## src/design/tsc_adc_pkg.sv

```systemverilog
package tsc_adc_pkg;

   localparam int QUEUE_DEPTH = 8;
   localparam int PTR_W = $clog2(QUEUE_DEPTH);
   localparam int CNT_W = $clog2(QUEUE_DEPTH + 1);
   localparam int SUM_W = CNT_W + 1;

   localparam int CSR_ADDR_W = 3;
   localparam int CSR_DATA_W = 32;

   typedef enum logic [1:0] {
      MODE_SPI       = 2'd0,
      MODE_TOUCH     = 2'd1,
      MODE_TICK      = 2'd2,
      MODE_SPI_RESET = 2'd3
   } mode_type;

   // register index (address bit 2)
   localparam logic REG_TEMP1 = 1'b0;
   localparam logic REG_TAP   = 1'b1;

   // adc channel codes
   localparam logic [2:0] CH_Y     = 3'd1;
   localparam logic [2:0] CH_X     = 3'd5;
   localparam logic [2:0] CH_AUX8  = 3'd6;
   localparam logic [2:0] CH_TEMP1 = 3'd7;

   localparam logic [11:0] PEN_UP_READING  = 12'hFFF;
   localparam logic [7:0]  AUX_READING     = 8'd0;
   localparam logic [11:0] TEMP1_RESET     = 12'd142;
   localparam logic [15:0] TAP_TICKS_RESET = 16'd512;
   localparam logic [11:0] COORD_MIN       = 12'd16;
   localparam logic [11:0] X_MAX           = 12'd4080;
   localparam logic [11:0] Y_MAX           = 12'd3056;

   typedef struct packed {
      logic             we0;
      logic [PTR_W-1:0] addr0;
      logic [7:0]       data0;
      logic             we1;
      logic [PTR_W-1:0] addr1;
      logic [7:0]       data1;
   } qwr_type;

   typedef struct packed {
      logic pop;
      logic overflow;
      logic pen_up;
      logic select;
   } s0_info_type;

   function automatic logic [PTR_W-1:0] wrap_ptr(input logic [SUM_W-1:0] s);
      logic [SUM_W-1:0] d;
      d = (s >= SUM_W'(QUEUE_DEPTH)) ? s - SUM_W'(QUEUE_DEPTH) : s;
      return d[PTR_W-1:0];
   endfunction

   function automatic logic [11:0] clamp_coord(input logic [7:0] pix,
                                               input logic [11:0] hi);
      logic [11:0] v;
      v = {pix, 4'b0000};
      if (v < COORD_MIN) v = COORD_MIN;
      if (v > hi) v = hi;
      return v;
   endfunction

endpackage

```

## src/design/spi_touchscreen_adc_model_unit.sv

```systemverilog
// touchscreen adc behind an spi port, one transaction in, one transaction out
// req channel: tuser carries the mode (spi byte, touch update, tick,
//   spi reset), tdata carries the spi control byte and touch fields
// rsp channel: one transaction per request with the spi read register, the
//   pen-up flag, the chip select state and the queue overflow flag
// csr port: apb-style, temp1 reading at 0x0, tap release ticks at 0x4
// the byte queue sits in a two-bank synchronous ram, read in the cycle after
//   the pop is decided; queue pointers and touch state update at acceptance
// path: a request is registered in the second stage, then in the response register
// throughput: one request per cycle while the receiver does not stall, set by
//   the single ram read port and the read register update in the second stage
// reset: queue empty, read register 0, pen up, select inactive, no valid
//   response; csr registers return to 142 and 512
// receiver stall: the response register holds; one more request is taken
//   into the second stage, then req_tready drops until rsp_tready returns
module spi_touchscreen_adc_model_unit (
   input  logic                               clock,
   input  logic                               reset,
   // req_tdata: spi_byte[7:0], keep_select[8], touch_x[16:9], touch_y[24:17],
   //   pen_down[25], quick_tap[26], move_only[27], zero[31:28]
   input  logic                               req_tvalid,
   output logic                               req_tready,
   input  logic [31:0]                        req_tdata,
   // req_tuser: mode[1:0]
   input  logic [1:0]                         req_tuser,
   // rsp_tdata: read_data[7:0], pen_up_flag[8], select_active[9],
   //   queue_overflow[10], zero[15:11]
   output logic                               rsp_tvalid,
   input  logic                               rsp_tready,
   output logic [15:0]                        rsp_tdata,
   input  logic                               csr_psel,
   input  logic                               csr_penable,
   input  logic                               csr_pwrite,
   input  logic [tsc_adc_pkg::CSR_ADDR_W-1:0] csr_paddr,
   input  logic [tsc_adc_pkg::CSR_DATA_W-1:0] csr_pwdata,
   output logic [tsc_adc_pkg::CSR_DATA_W-1:0] csr_prdata,
   output logic                               csr_pready
);

   logic                            accept;
   logic                            in_ready;
   logic [11:0]                     temp1_reading;
   logic [15:0]                     tap_release_ticks;
   tsc_adc_pkg::qwr_type            wr;
   logic                            rd_en;
   logic [tsc_adc_pkg::PTR_W-1:0]   rd_addr;
   logic [7:0]                      rd_data;
   tsc_adc_pkg::s0_info_type        s0;

   assign req_tready = in_ready;
   assign accept     = req_tvalid && in_ready;
   assign csr_pready = 1'b1;

   tsc_adc_csr u_csr (
      .clock             (clock),
      .reset             (reset),
      .csr_psel          (csr_psel),
      .csr_penable       (csr_penable),
      .csr_pwrite        (csr_pwrite),
      .csr_paddr         (csr_paddr),
      .csr_pwdata        (csr_pwdata),
      .csr_prdata        (csr_prdata),
      .temp1_reading     (temp1_reading),
      .tap_release_ticks (tap_release_ticks)
   );

   // first stage: queue pointers, touch state, ram write and read issue
   tsc_adc_ctrl u_ctrl (
      .clock             (clock),
      .reset             (reset),
      .accept            (accept),
      .mode              (req_tuser),
      .spi_byte          (req_tdata[7:0]),
      .keep_select       (req_tdata[8]),
      .touch_x           (req_tdata[16:9]),
      .touch_y           (req_tdata[24:17]),
      .pen_down          (req_tdata[25]),
      .quick_tap         (req_tdata[26]),
      .move_only         (req_tdata[27]),
      .temp1_reading     (temp1_reading),
      .tap_release_ticks (tap_release_ticks),
      .wr                (wr),
      .rd_en             (rd_en),
      .rd_addr           (rd_addr),
      .s0                (s0)
   );

   tsc_adc_queue_ram u_ram (
      .clock   (clock),
      .wr      (wr),
      .rd_en   (rd_en),
      .rd_addr (rd_addr),
      .rd_data (rd_data)
   );

   // second stage: read register update, then the response register
   tsc_adc_out u_out (
      .clock      (clock),
      .reset      (reset),
      .accept     (accept),
      .s0         (s0),
      .rd_data    (rd_data),
      .in_ready   (in_ready),
      .rsp_tvalid (rsp_tvalid),
      .rsp_tready (rsp_tready),
      .rsp_tdata  (rsp_tdata)
   );

endmodule

```

## src/design/tsc_adc_csr.sv

```systemverilog
module tsc_adc_csr (
   input  logic                                 clock,
   input  logic                                 reset,
   input  logic                                 csr_psel,
   input  logic                                 csr_penable,
   input  logic                                 csr_pwrite,
   input  logic [tsc_adc_pkg::CSR_ADDR_W-1:0]   csr_paddr,
   input  logic [tsc_adc_pkg::CSR_DATA_W-1:0]   csr_pwdata,
   output logic [tsc_adc_pkg::CSR_DATA_W-1:0]   csr_prdata,
   output logic [11:0]                          temp1_reading,
   output logic [15:0]                          tap_release_ticks
);

   logic [11:0] temp1_ff;
   logic [15:0] tap_ff;
   logic        reg_idx;
   logic        wr_en;

   assign reg_idx = csr_paddr[2];
   assign wr_en   = csr_psel && csr_penable && csr_pwrite;

   always_ff @(posedge clock) begin
      if (reset) begin
         temp1_ff <= tsc_adc_pkg::TEMP1_RESET;
         tap_ff   <= tsc_adc_pkg::TAP_TICKS_RESET;
      end else if (wr_en) begin
         unique case (reg_idx)
            tsc_adc_pkg::REG_TEMP1: temp1_ff <= csr_pwdata[11:0];
            tsc_adc_pkg::REG_TAP:   tap_ff   <= csr_pwdata[15:0];
            default: ;
         endcase
      end
   end

   always_comb begin
      unique case (reg_idx)
         tsc_adc_pkg::REG_TEMP1: csr_prdata = {20'd0, temp1_ff};
         tsc_adc_pkg::REG_TAP:   csr_prdata = {16'd0, tap_ff};
         default:                csr_prdata = '0;
      endcase
   end

   assign temp1_reading     = temp1_ff;
   assign tap_release_ticks = tap_ff;

endmodule

```

## src/design/tsc_adc_queue_ram.sv

```systemverilog
module tsc_adc_queue_ram (
   input  logic                            clock,
   input  tsc_adc_pkg::qwr_type            wr,
   input  logic                            rd_en,
   input  logic [tsc_adc_pkg::PTR_W-1:0]   rd_addr,
   output logic [7:0]                      rd_data
);

   // two banks so both bytes of a reading land on the same edge;
   // bank_sel_ff tells which bank holds each slot
   logic [7:0] mem_a_ff [tsc_adc_pkg::QUEUE_DEPTH];
   logic [7:0] mem_b_ff [tsc_adc_pkg::QUEUE_DEPTH];
   logic       bank_sel_ff [tsc_adc_pkg::QUEUE_DEPTH];
   logic [7:0] rd_a_ff;
   logic [7:0] rd_b_ff;
   logic       rd_sel_ff;

   // read-first: a slot freed and refilled on the same edge reads old data
   always_ff @(posedge clock) begin
      if (wr.we0) begin
         mem_a_ff[wr.addr0]    <= wr.data0;
         bank_sel_ff[wr.addr0] <= 1'b0;
      end
      if (wr.we1) begin
         mem_b_ff[wr.addr1]    <= wr.data1;
         bank_sel_ff[wr.addr1] <= 1'b1;
      end
      if (rd_en) begin
         rd_a_ff   <= mem_a_ff[rd_addr];
         rd_b_ff   <= mem_b_ff[rd_addr];
         rd_sel_ff <= bank_sel_ff[rd_addr];
      end
   end

   assign rd_data = rd_sel_ff ? rd_b_ff : rd_a_ff;

endmodule

```

## src/design/tsc_adc_ctrl.sv

```systemverilog
module tsc_adc_ctrl (
   input  logic                           clock,
   input  logic                           reset,
   input  logic                           accept,
   input  logic [1:0]                     mode,
   input  logic [7:0]                     spi_byte,
   input  logic                           keep_select,
   input  logic [7:0]                     touch_x,
   input  logic [7:0]                     touch_y,
   input  logic                           pen_down,
   input  logic                           quick_tap,
   input  logic                           move_only,
   input  logic [11:0]                    temp1_reading,
   input  logic [15:0]                    tap_release_ticks,
   output tsc_adc_pkg::qwr_type           wr,
   output logic                           rd_en,
   output logic [tsc_adc_pkg::PTR_W-1:0]  rd_addr,
   output tsc_adc_pkg::s0_info_type       s0
);

   localparam int PW = tsc_adc_pkg::PTR_W;
   localparam int CW = tsc_adc_pkg::CNT_W;
   localparam int SW = tsc_adc_pkg::SUM_W;

   logic [CW-1:0] count_ff, count_in;
   logic [PW-1:0] head_ff, head_in;
   logic          down_ff, down_in;
   logic [11:0]   raw_x_ff, raw_x_in;
   logic [11:0]   raw_y_ff, raw_y_in;
   logic [15:0]   countdown_ff, countdown_in;
   logic          pen_up_ff, pen_up_in;
   logic          select_ff, select_in;

   logic          pop;
   logic [CW-1:0] pop_cnt;
   logic [PW-1:0] head_pop;
   logic [PW-1:0] tail0, tail1;
   logic          start;
   logic          w0, w1;
   logic [2:0]    chan;
   logic [11:0]   v12;
   logic [7:0]    hi_byte, lo_byte;

   assign pop      = (count_ff != '0);
   assign pop_cnt  = count_ff - CW'(pop);
   assign head_pop = pop ? tsc_adc_pkg::wrap_ptr(SW'(head_ff) + SW'(1)) : head_ff;
   assign tail0    = tsc_adc_pkg::wrap_ptr(SW'(head_pop) + SW'(pop_cnt));
   assign tail1    = tsc_adc_pkg::wrap_ptr(SW'(tail0) + SW'(1));
   assign start    = spi_byte[7];
   assign chan     = spi_byte[6:4];
   assign w0       = start && (SW'(pop_cnt) < SW'(tsc_adc_pkg::QUEUE_DEPTH));
   assign w1       = start && ((SW'(pop_cnt) + SW'(1)) < SW'(tsc_adc_pkg::QUEUE_DEPTH));

   // channel reading and its byte split
   always_comb begin
      unique case (chan)
         tsc_adc_pkg::CH_Y:     v12 = down_ff ? raw_y_ff : tsc_adc_pkg::PEN_UP_READING;
         tsc_adc_pkg::CH_X:     v12 = down_ff ? raw_x_ff : 12'd0;
         tsc_adc_pkg::CH_TEMP1: v12 = temp1_reading;
         default:               v12 = 12'd0;
      endcase
      if (chan == tsc_adc_pkg::CH_AUX8) begin
         hi_byte = {1'b0, tsc_adc_pkg::AUX_READING[7:1]};
         lo_byte = {tsc_adc_pkg::AUX_READING[0], 7'd0};
      end else begin
         hi_byte = {1'b0, v12[11:5]};
         lo_byte = {v12[4:0], 3'd0};
      end
   end

   always_comb begin
      count_in     = count_ff;
      head_in      = head_ff;
      down_in      = down_ff;
      raw_x_in     = raw_x_ff;
      raw_y_in     = raw_y_ff;
      countdown_in = countdown_ff;
      pen_up_in    = pen_up_ff;
      select_in    = select_ff;
      wr           = '0;
      rd_en        = 1'b0;
      rd_addr      = head_ff;
      s0           = '0;
      if (accept) begin
         unique case (tsc_adc_pkg::mode_type'(mode))
            tsc_adc_pkg::MODE_SPI: begin
               rd_en       = pop;
               s0.pop      = pop;
               s0.overflow = start && !w1;
               head_in     = head_pop;
               count_in    = pop_cnt + CW'(w0) + CW'(w1);
               wr.we0      = w0;
               wr.addr0    = tail0;
               wr.data0    = hi_byte;
               wr.we1      = w1;
               wr.addr1    = tail1;
               wr.data1    = lo_byte;
               select_in   = keep_select;
            end
            tsc_adc_pkg::MODE_TOUCH: begin
               down_in = pen_down;
               // a move with the pen up only clears the down flag
               if (!(move_only && !pen_down)) begin
                  if (pen_down) begin
                     raw_x_in  = tsc_adc_pkg::clamp_coord(touch_x, tsc_adc_pkg::X_MAX);
                     raw_y_in  = tsc_adc_pkg::clamp_coord(touch_y, tsc_adc_pkg::Y_MAX);
                     pen_up_in = 1'b0;
                  end else begin
                     pen_up_in = 1'b1;
                  end
                  if (quick_tap) countdown_in = tap_release_ticks;
               end
            end
            tsc_adc_pkg::MODE_TICK: begin
               if (countdown_ff != 16'd0) begin
                  countdown_in = countdown_ff - 16'd1;
                  if (countdown_ff == 16'd1) begin
                     down_in   = 1'b0;
                     pen_up_in = 1'b1;
                  end
               end
            end
            tsc_adc_pkg::MODE_SPI_RESET: begin
               select_in = 1'b0;
            end
            default: ;
         endcase
      end
      s0.pen_up = pen_up_in;
      s0.select = select_in;
   end

   always_ff @(posedge clock) begin
      if (reset) begin
         count_ff     <= '0;
         head_ff      <= '0;
         down_ff      <= 1'b0;
         raw_x_ff     <= 12'd0;
         raw_y_ff     <= 12'd0;
         countdown_ff <= 16'd0;
         pen_up_ff    <= 1'b1;
         select_ff    <= 1'b0;
      end else begin
         count_ff     <= count_in;
         head_ff      <= head_in;
         down_ff      <= down_in;
         raw_x_ff     <= raw_x_in;
         raw_y_ff     <= raw_y_in;
         countdown_ff <= countdown_in;
         pen_up_ff    <= pen_up_in;
         select_ff    <= select_in;
      end
   end

endmodule

```

## src/design/tsc_adc_out.sv

```systemverilog
module tsc_adc_out (
   input  logic                      clock,
   input  logic                      reset,
   input  logic                      accept,
   input  tsc_adc_pkg::s0_info_type  s0,
   input  logic [7:0]                rd_data,
   output logic                      in_ready,
   output logic                      rsp_tvalid,
   input  logic                      rsp_tready,
   output logic [15:0]               rsp_tdata
);

   logic                     s1_valid_ff;
   tsc_adc_pkg::s0_info_type s1_ff;
   logic                     rsp_valid_ff;
   logic [15:0]              rsp_data_ff;
   logic [7:0]               rr_ff;
   logic [7:0]               rr_new;
   logic                     adv;

   assign adv      = !rsp_valid_ff || rsp_tready;
   assign in_ready = !s1_valid_ff || adv;
   assign rr_new   = s1_ff.pop ? rd_data : rr_ff;

   always_ff @(posedge clock) begin
      if (reset) begin
         s1_valid_ff  <= 1'b0;
         rsp_valid_ff <= 1'b0;
         rr_ff        <= 8'd0;
      end else begin
         if (in_ready) s1_valid_ff <= accept;
         if (adv) rsp_valid_ff <= s1_valid_ff;
         if (adv && s1_valid_ff) rr_ff <= rr_new;
      end
   end

   always_ff @(posedge clock) begin
      if (accept) s1_ff <= s0;
      if (adv && s1_valid_ff) begin
         rsp_data_ff <= {5'd0, s1_ff.overflow, s1_ff.select, s1_ff.pen_up, rr_new};
      end
   end

   assign rsp_tvalid = rsp_valid_ff;
   assign rsp_tdata  = rsp_data_ff;

endmodule

```

## config.mk

```make
export PLATFORM = sky130hd
export DESIGN_NAME = spi_touchscreen_adc_model_unit
export DESIGN_NICKNAME = d
export VERILOG_FILES = /design/src/design/tsc_adc_pkg.sv /design/src/design/spi_touchscreen_adc_model_unit.sv /design/src/design/tsc_adc_csr.sv /design/src/design/tsc_adc_queue_ram.sv /design/src/design/tsc_adc_ctrl.sv /design/src/design/tsc_adc_out.sv
export SDC_FILE = /design/constraint.sdc
export NUM_CORES = 1
export LEC_CHECK = 0
export BUFFER_PORTS_ARGS = -buffer_cell sky130_fd_sc_hd__buf_2
export CORE_ASPECT_RATIO = 0.5
export CORE_MARGIN = 3
export CORE_UTILIZATION = 30
export DETAILED_ROUTE_END_ITERATION = 10
export PLACE_DENSITY = 0.54
export SYNTH_ARGS = -nofsm -noshare
export SYNTH_HDL_FRONTEND = slang
export SYNTH_SLANG_ARGS = --single-unit
```

## constraint.sdc

```tcl
create_clock -name clock -period 7.75 [get_ports clock]
set_clock_uncertainty 0.05 [all_clocks]
set_input_delay 0.3875 -clock clock [delete_from_list [all_inputs] [get_ports clock]]
set_output_delay 0.3875 -clock clock [all_outputs]
set_load 0.05 [all_outputs]
```

Word level (Yosys, flattened, before mapping)
Memory sizes are Yosys's and may differ from the RTL's. A register that Yosys moved wholly into a read port is not among the register bits.
Cells that the tools add are included.
{"block": "totals", "ramBits": 136, "word_cells": 126, "output_inout_bits": 51, "inputBits": 76, "register_bits": 103, "n_memories": 3}
{"block": "classes", "n_eq_ne": 12, "magnitude_cmp": 9, "n_mux": 47, "n_reduce_logical": 24, "bitwise_logic": 2, "addsub": 11}
{"memory": "u_ram.mem_a_ff", "depth": 8, "word_bits": 8, "rd": 1, "rd_ports_with_merged_regs": 1, "write_ports": 1, "line_no": "tsc_adc_queue_ram.sv:11", "text": "logic [7:0] mem_a_ff [tsc_adc_pkg::QUEUE_DEPTH];"}
{"memory": "u_ram.mem_b_ff", "depth": 8, "word_bits": 8, "rd": 1, "rd_ports_with_merged_regs": 1, "write_ports": 1, "line_no": "tsc_adc_queue_ram.sv:12", "text": "logic [7:0] mem_b_ff [tsc_adc_pkg::QUEUE_DEPTH];"}
{"memory": "u_ram.bank_sel_ff", "depth": 8, "word_bits": 1, "rd": 1, "rd_ports_with_merged_regs": 1, "write_ports": 2, "line_no": "tsc_adc_queue_ram.sv:13", "text": "logic bank_sel_ff [tsc_adc_pkg::QUEUE_DEPTH];"}
{"operator": "12-bit two-way mux", "n": 14}
{"operator": "32-bit case mux with 2 select lines", "n": 1}
{"operator": "16-bit two-way mux", "n": 3}
{"operator": "24-bit two-way mux", "n": 2}
{"operator": "12-bit case mux with 3 select lines", "n": 1}
{"operator": "16-bit case mux with 2 select lines", "n": 1}
{"operator": "12-bit greater-than comparator (second input constant)", "n": 2}
{"operator": "12-bit by 5-bit < comparator with 1-bit output (second input constant)", "n": 2}
{"operator": "8-bit two-way mux", "n": 3}
{"operator": "16-bit by 1-bit == test with 1-bit output (second input constant)", "n": 1}
{"operator": "16-bit nonzero test", "n": 1}
{"operator": "16-bit by 1-bit subtractor with 16-bit output (second input constant)", "n": 1}
{"operator": "1-bit two-way mux", "n": 14}
{"operator": "3-bit two-way mux", "n": 4}
{"operator": "3-bit == test (second input constant)", "n": 3}
{"operator": "3-bit by 1-bit subtractor with 3-bit output (second input constant)", "n": 3}
{"operator": "3-bit by 1-bit adder with 4-bit output (second input constant)", "n": 2}
{"operator": "4-bit by 1-bit adder with 4-bit output", "n": 2}
{"operator": "4-bit >= comparator (second input constant)", "n": 2}
{"operator": "1-bit logical AND", "n": 8}
{"operator": "4-bit AND reduction", "n": 2}
{"operator": "7-bit two-way mux", "n": 1}
{"operator": "1-bit case mux with 2 select lines", "n": 3}
{"operator": "2-bit AND reduction", "n": 3}
{"operator": "18 further kinds", "n": 26}

Longest topological paths before layout
{"block": "logic_depth", "depth_word": 14, "mapped_depth": 14, "mapped_depth_nobuf": 13}

Cells and area by module
From an unflattened synthesis, not the netlist that was laid out.
{"block": "unflattened", "cells_unflattened": 897, "hier_area_um2": 11494.8}
{"mod": "tsc_adc_queue_ram", "n_inst": 1, "cells_each": 262, "area_per_inst_um2": 5978.2, "seq_area_each_um2": 4514.3}
{"mod": "tsc_adc_ctrl", "n_inst": 1, "cells_each": 404, "area_per_inst_um2": 2931.6, "seq_area_each_um2": 840.8}
{"mod": "tsc_adc_csr", "n_inst": 1, "cells_each": 152, "area_per_inst_um2": 1526.5, "seq_area_each_um2": 560.5}
{"mod": "tsc_adc_out", "n_inst": 1, "cells_each": 76, "area_per_inst_um2": 1041.0, "seq_area_each_um2": 650.6}
{"mod": "spi_touchscreen_adc_model_unit", "n_inst": 1, "cells_each": 3, "area_per_inst_um2": 17.5, "seq_area_each_um2": 0.0}

Worst setup path after synthesis
Ideal clock, no wire load.
{"block": "synth_path", "kind": "reg-to-reg", "from": "register u_ctrl.count_ff[3]", "to": "memory u_ram.mem_a_ff[1][0], enable pin", "path_buffers": 0, "stages_incl_launch_ff": 9, "arrival_ns": 3.468, "t_required_ns": 7.307, "setup_ns": 0.393, "period_less_slack_ns": 3.912, "slack_ns": 3.838, "path_cell_list": "dfxtp_1 nor4_1 inv_1 ha_1 ha_1 fa_1 xnor2_2 xnor3_2 nor4_1"}
{"block": "synth_between", "elab_chain_len": 8, "elab_cells_between_ends": 13, "classes_between": "add/sub (3); order compare (2); mux (6); reduce/logical (2)"}
{"item": "start, declared", "line_no": "tsc_adc_ctrl.sv:25", "text": "logic [CW-1:0] count_ff, count_in;"}
{"item": "start signal, assigned", "line_no": "tsc_adc_ctrl.sv:144", "text": "count_ff <= count_in;"}
{"item": "4-bit nonzero test (*)", "line_no": "tsc_adc_ctrl.sv:44", "text": "assign pop = (count_ff != '0);"}
{"item": "named net u_ctrl.pop", "line_no": "tsc_adc_ctrl.sv:34", "text": "logic pop;"}
{"item": "branches (longest 3 deep; another with 3-bit by 4-bit adder with 5-bit output)"}
{"item": "24-bit two-way mux (*)", "line_no": "tsc_adc_ctrl.sv:85", "text": "unique case (tsc_adc_pkg::mode_type'(mode))"}
{"item": "24-bit two-way mux (*)", "line_no": "tsc_adc_ctrl.sv:84", "text": "if (accept) begin"}
{"item": "1-bit two-way mux", "line_no": "tsc_adc_queue_ram.sv:20", "text": "if (wr.we0) begin"}
{"item": "1-bit two-way mux (not written as such)", "line_no": "tsc_adc_queue_ram.sv:21", "text": "mem_a_ff[wr.addr0] <= wr.data0;"}
{"item": "end, declared", "line_no": "tsc_adc_queue_ram.sv:11"}
Mark *: on every way through the listed nets, which the timed path passes.

Worst setup path after layout
{"block": "layout_path", "from": "register u_ctrl.count_ff[3]", "to": "memory u_ram.mem_b_ff[2][4], enable pin"}
{"block": "layout_between", "elab_chain_len": 10, "elab_cells_between_ends": 18, "classes_between": "add/sub (6); order compare (3); mux (7); reduce/logical (2)"}
{"item": "4-bit nonzero test (*)", "line_no": "tsc_adc_ctrl.sv:44"}
{"item": "named net u_ctrl.pop", "line_no": "tsc_adc_ctrl.sv:34"}
{"item": "4-bit by 1-bit subtractor with 4-bit output or 3-bit two-way mux (tied branches)", "line_no": "tsc_adc_ctrl.sv:45, tsc_adc_ctrl.sv:46"}
{"item": "3-bit by 4-bit adder with 5-bit output", "line_no": "tsc_adc_ctrl.sv:47", "text": "assign tail0 = tsc_adc_pkg::wrap_ptr(SW'(head_pop) + SW'(pop_cnt));"}
{"item": "5-bit by 4-bit >= comparator with 1-bit output or 3-bit by 1-bit subtractor with 3-bit output (tied branches)", "line_no": "tsc_adc_pkg.sv:54", "text": "d = (s >= SUM_W'(QUEUE_DEPTH)) ? s - SUM_W'(QUEUE_DEPTH) : s;"}
{"item": "3-bit two-way mux", "line_no": "tsc_adc_pkg.sv:54"}
{"item": "3-bit by 1-bit adder with 4-bit output", "line_no": "tsc_adc_ctrl.sv:48", "text": "assign tail1 = tsc_adc_pkg::wrap_ptr(SW'(tail0) + SW'(1));"}
{"item": "4-bit >= comparator or 3-bit by 1-bit subtractor with 3-bit output (tied branches)", "line_no": "tsc_adc_pkg.sv:54"}
{"item": "3-bit two-way mux", "line_no": "tsc_adc_pkg.sv:54"}
{"item": "24-bit two-way mux (*)", "line_no": "tsc_adc_ctrl.sv:85"}
{"item": "24-bit two-way mux (*)", "line_no": "tsc_adc_ctrl.sv:84"}
{"item": "end, declared", "line_no": "tsc_adc_queue_ram.sv:12"}
Mark *: on every way through the listed nets, which the timed path passes. The rest lies on a longest branch.

==> run summary <==
FINAL LAYOUT
-------------------------------------------------------------------------------------------
Filler cells .................................................................         3062
Antenna Cells ................................................................            0
NumNets Final ................................................................          982
Area growth from synthesis to layout .........................................        14.9%
Final core utilization .......................................................        35.7%
Share of cells above drive strength 1 ........................................        21.8%

TIMING
-------------------------------------------------------------------------------------------
Ratio of final minimum period to clock period ................................        57.2%
Post-Route Setup TNS .........................................................         0 ns
Final critical path time including I/O delays and setup ......................      4.43 ns
Setup-failing EPs final ......................................................            0
Achievable clock frequency ...................................................      226 MHz
Worst-margin pin slew ........................................................      1.09 ns
Max Slew Vio Count ...........................................................            0
Worst slew margin relative to its limit ......................................        26.6%
Hold Vio Cnt, Final ..........................................................            0
Min Hold Slack ...............................................................    0.0793 ns
Unrepaired setup endpoints after global routing ..............................        false

DRT
-------------------------------------------------------------------------------------------
Wire length per cell after detailed routing .................................. 17.0 microns
Via/cell ratio ...............................................................         4.80
Number of design-rule violations left by the first detailed-router iteration .          485
DRT Pass-1 Iters .............................................................            5
Remaining antenna violation count after routing ..............................            0
Overall routed net length .................................................... 22600 microns
Residual DRC count ...........................................................            0
Count of vias placed by the detailed router ..................................         6389

CRITICAL PATH
-------------------------------------------------------------------------------------------
Slowest CP cell ..............................................................       nor3_1
Crit-path cells .............................................................. nor4_1 > inv_1 > ha_1 > ha_1 > fa_1 > inv_1 > ha_1 > xor2_2 > nor3_1
Most Frequent Cell on Critical Path ..........................................         ha_1
Type of the worst setup path ................................................. flop to flop
Critical path data required time .............................................      7.82 ns
Crit path DAT ................................................................      4.50 ns
Crit path largest cell delay .................................................      0.80 ns
Critical path launch point type ..............................................         flop
Crit. End Element ............................................................         flop
Worst-path fanout max ........................................................            7

SYNTH
-------------------------------------------------------------------------------------------
Commonest cells in the synthesized netlist ................................... edfxtp_1, nand2_1, dfxtp_1
Async set or reset register ratio after synthesis ............................           0%
Count of mapped cells out of synthesis .......................................          832
Syn. warnings ................................................................            0
Mean Syn Cell Area ...........................................................   11.6 sq um
Share of the synthesized area in the top cell type ...........................        38.7%
FF+latch count, synth ........................................................          212
Syn Std Cell Area ............................................................   9620 sq um
Number of flops mapped to enable cells by yosys ..............................          124
Number of distinct library cells after synthesis .............................           66
Largest cells by area after synthesis ........................................ edfxtp_1, dfxtp_1, mux4_2, nand2_1, a21oi_1
Top flip-flop cell by instance count after synthesis .........................     edfxtp_1
Most used standard cell by instance count after synthesis ....................     edfxtp_1
Seq/Total Area, Yosys ........................................................        57.0%
Cell type with the largest total area after synthesis ........................     edfxtp_1

GLOBAL ROUTE
-------------------------------------------------------------------------------------------
Largest net degree at the start of global routing ............................           85
Vias in the first global route ...............................................         6333
All-Layer GR Usage ...........................................................        13.1%
Wire length of the first global-routing pass ................................. 35900 microns
Number of antenna violations at the first check in global routing ............            0
Total gr overflow ............................................................            0

PLACED DESIGN
-------------------------------------------------------------------------------------------
HPWL after detailed placement ................................................ 15800 microns
Final weighted congestion of routability-driven global placement .............        0.813
Number of buffers added on ports .............................................           78

CTS
-------------------------------------------------------------------------------------------
Clock Tree Root ..............................................................    clkbuf_16
Clock tree from TritonCTS ....................................................          yes
Number of gates resized after cts ............................................            0
CTS sink cnt .................................................................          212
H-tree levels ................................................................            1
Source-to-sink clock delay at the later pin of the worst-skew pair ...........      0.50 ns
Clock Path Buffers ...........................................................            3
Quantity of hold-fixing buffers added after cts ..............................            0
Buffers inserted by post-CTS timing repair ...................................            0
Clock slew at the register clock pins of the worst setup and hold paths ......      0.06 ns
Number of clock buffers inserted by TritonCTS ................................           21

FLOORPLAN
-------------------------------------------------------------------------------------------
Effective utilization at floorplan ...........................................        31.1%
Die width ....................................................................  259 microns
Count of pins on the block boundary ..........................................          127
Total Die Area ...............................................................  34400 sq um
Core Footprint ...............................................................  31000 sq um
Y dimension of the die .......................................................  133 microns
Number of placement rows .....................................................           45

JOB
-------------------------------------------------------------------------------------------
Reported max-cap violation count .............................................            0

STATUS
-------------------------------------------------------------------------------------------
Outcome ...................................................................... finished, final reports clean

POWER
-------------------------------------------------------------------------------------------
Cell area power density ......................................................  234 nW/um^2
Worst vdd rail ir drop .......................................................   0.000133 V
Standby leakage power ........................................................      3.94 nW

MIN PATH
-------------------------------------------------------------------------------------------
Class of the worst hold path ................................................. input pin to flop

==> area by class of cell <==
type | instances | area, sq um | share of cell area [%]
Timing Repair Buffer | 85 | 443 | 4.01
Sequential cell | 212 | 5490 | 49.7
Tap cell | 423 | 529 | 4.79
Multi-Input combinational cell | 534 | 3760 | 34.0
Clock inverter | 7 | 60.1 | 0.544
Clock buffer | 31 | 623 | 5.64
Inverter | 40 | 150 | 1.36
==> worst max-delay path: cells and delay by family (launching register included) <==
kind	cells	cell delay, ns
fa+ha+maj	4	1.64
simple gates	2	1.37
buf+inv	2	0.39
flops	1	0.37
xor+xnor	1	0.23
==> stage by stage <==
step | total power (W) | area (sq um) | worst slack [ns] | instances
floorplan | 0.00152 | 9690 | 3.84 | 852
global placement | 0.00160 | 10400 | 3.43 | 1294
detailed placement | 0.00161 | 10400 | 3.34 | 1294
CTS | 0.00262 | 11000 | 3.32 | 1332
global route | 0.00270 | 11000 | 2.93 | 1332
finish | 0.00259 | 11000 | 3.32 | 1332
==> where the power goes <==
part | internal, W | total [W] | switching (W)
Clock | 0.000590 | 0.00101 | 0.000416
Sequential | 0.00122 | 0.00125 | 0.0000230
Combinational | 0.000116 | 0.000335 | 0.000219
Total | 0.00193 | 0.00259 | 0.000658
==> flip-flops by register name (all words and copies together) (netlist names), 4 cells and up <==
signal                   cells
u_ram.mem_a_ff              56
u_ctrl.countdown_ff         16
u_ram.bank_sel_ff            8
u_ctrl.count_ff              4
u_csr.tap_release_ticks     16
u_ram.rd_b_ff                5
u_out.rr_ff                  8
u_csr.temp1_reading         12
u_out.rsp_tdata             11
u_ctrl.raw_x_ff              8
u_ctrl.raw_y_ff              8
u_out.s1_ff                  4
u_ram.mem_b_ff              40
u_ram.rd_a_ff                7
==> logic make-up after synthesis <==
logic type                 Yosys count  synth area share, %
adders and majority gates           12                 1.72
muxes                               62                 10.2
buffers and inverters              106                 5.22
xor gates and xnor gates            14                 1.82
other                                2               0.0781
DFF                                212                 57.0
and+or+nand+nor                    267                 13.7
AOI/OAI and AO/OA                  157                 10.2
==> worst paths after layout <==
path,startpoint,endpoint,slack [ns],cells after the start
worst max-delay path,u_ctrl.count_ff[3]$_SDFFE_PP0P_,u_ram.mem_b_ff[2][4]$_DFFE_PP_,3.32,9
worst min-delay path,csr_pwdata[9],u_csr.tap_release_ticks[9]$_SDFFE_PP1P_,0.08,3
worst max register to register,u_ctrl.count_ff[3]$_SDFFE_PP0P_,u_ram.mem_b_ff[2][4]$_DFFE_PP_,3.32,9
worst min register to register,u_out.s1_ff[0]$_DFFE_PP_,u_out.rsp_tdata[9]$_DFFE_PP_,0.38,0
==> routing by layer <==
| metal | vias up | share of wire (%) | GRT usage, % | routed length, microns |
|---|---|---|---|---|
| met5 | - | 0 | 0 | 0 |
| li1 | 3098 | - | - | - |
| met4 | 0 | 1.6 | 2.61 | 367 |
| met1 | 3148 | 47 | 18.1 | 10600 |
| met2 | 118 | 47 | 21.8 | 10700 |
| met3 | 25 | 4.2 | 2.20 | 960 |
==> placed cells by master (no fill, tap or decap), types with 11 or more instances in the layout <==
| master | Yosys | layout |
|---|---|---|
| nand3_1 | 17 | 17 |
| dfxtp_1 | 88 | 87 |
| inv_1 | 39 | 39 |
| nand2b_1 | 14 | 14 |
| nor2_1 | 43 | 43 |
| clkbuf_16 | 0 | 21 |
| nand2_1 | 111 | 111 |
| conb_1 | 2 | 22 |
| mux4_2 | 26 | 26 |
| nor4_2 | 6 | 14 |
| mux2_2 | 26 | 26 |
| edfxtp_1 | 124 | 124 |
| buf_2 | 5 | 78 |
| o21ai_0 | 18 | 18 |
| a21oi_1 | 60 | 60 |
| o21ai_1 | 11 | 11 |
(Power assumes the default switching activity.)
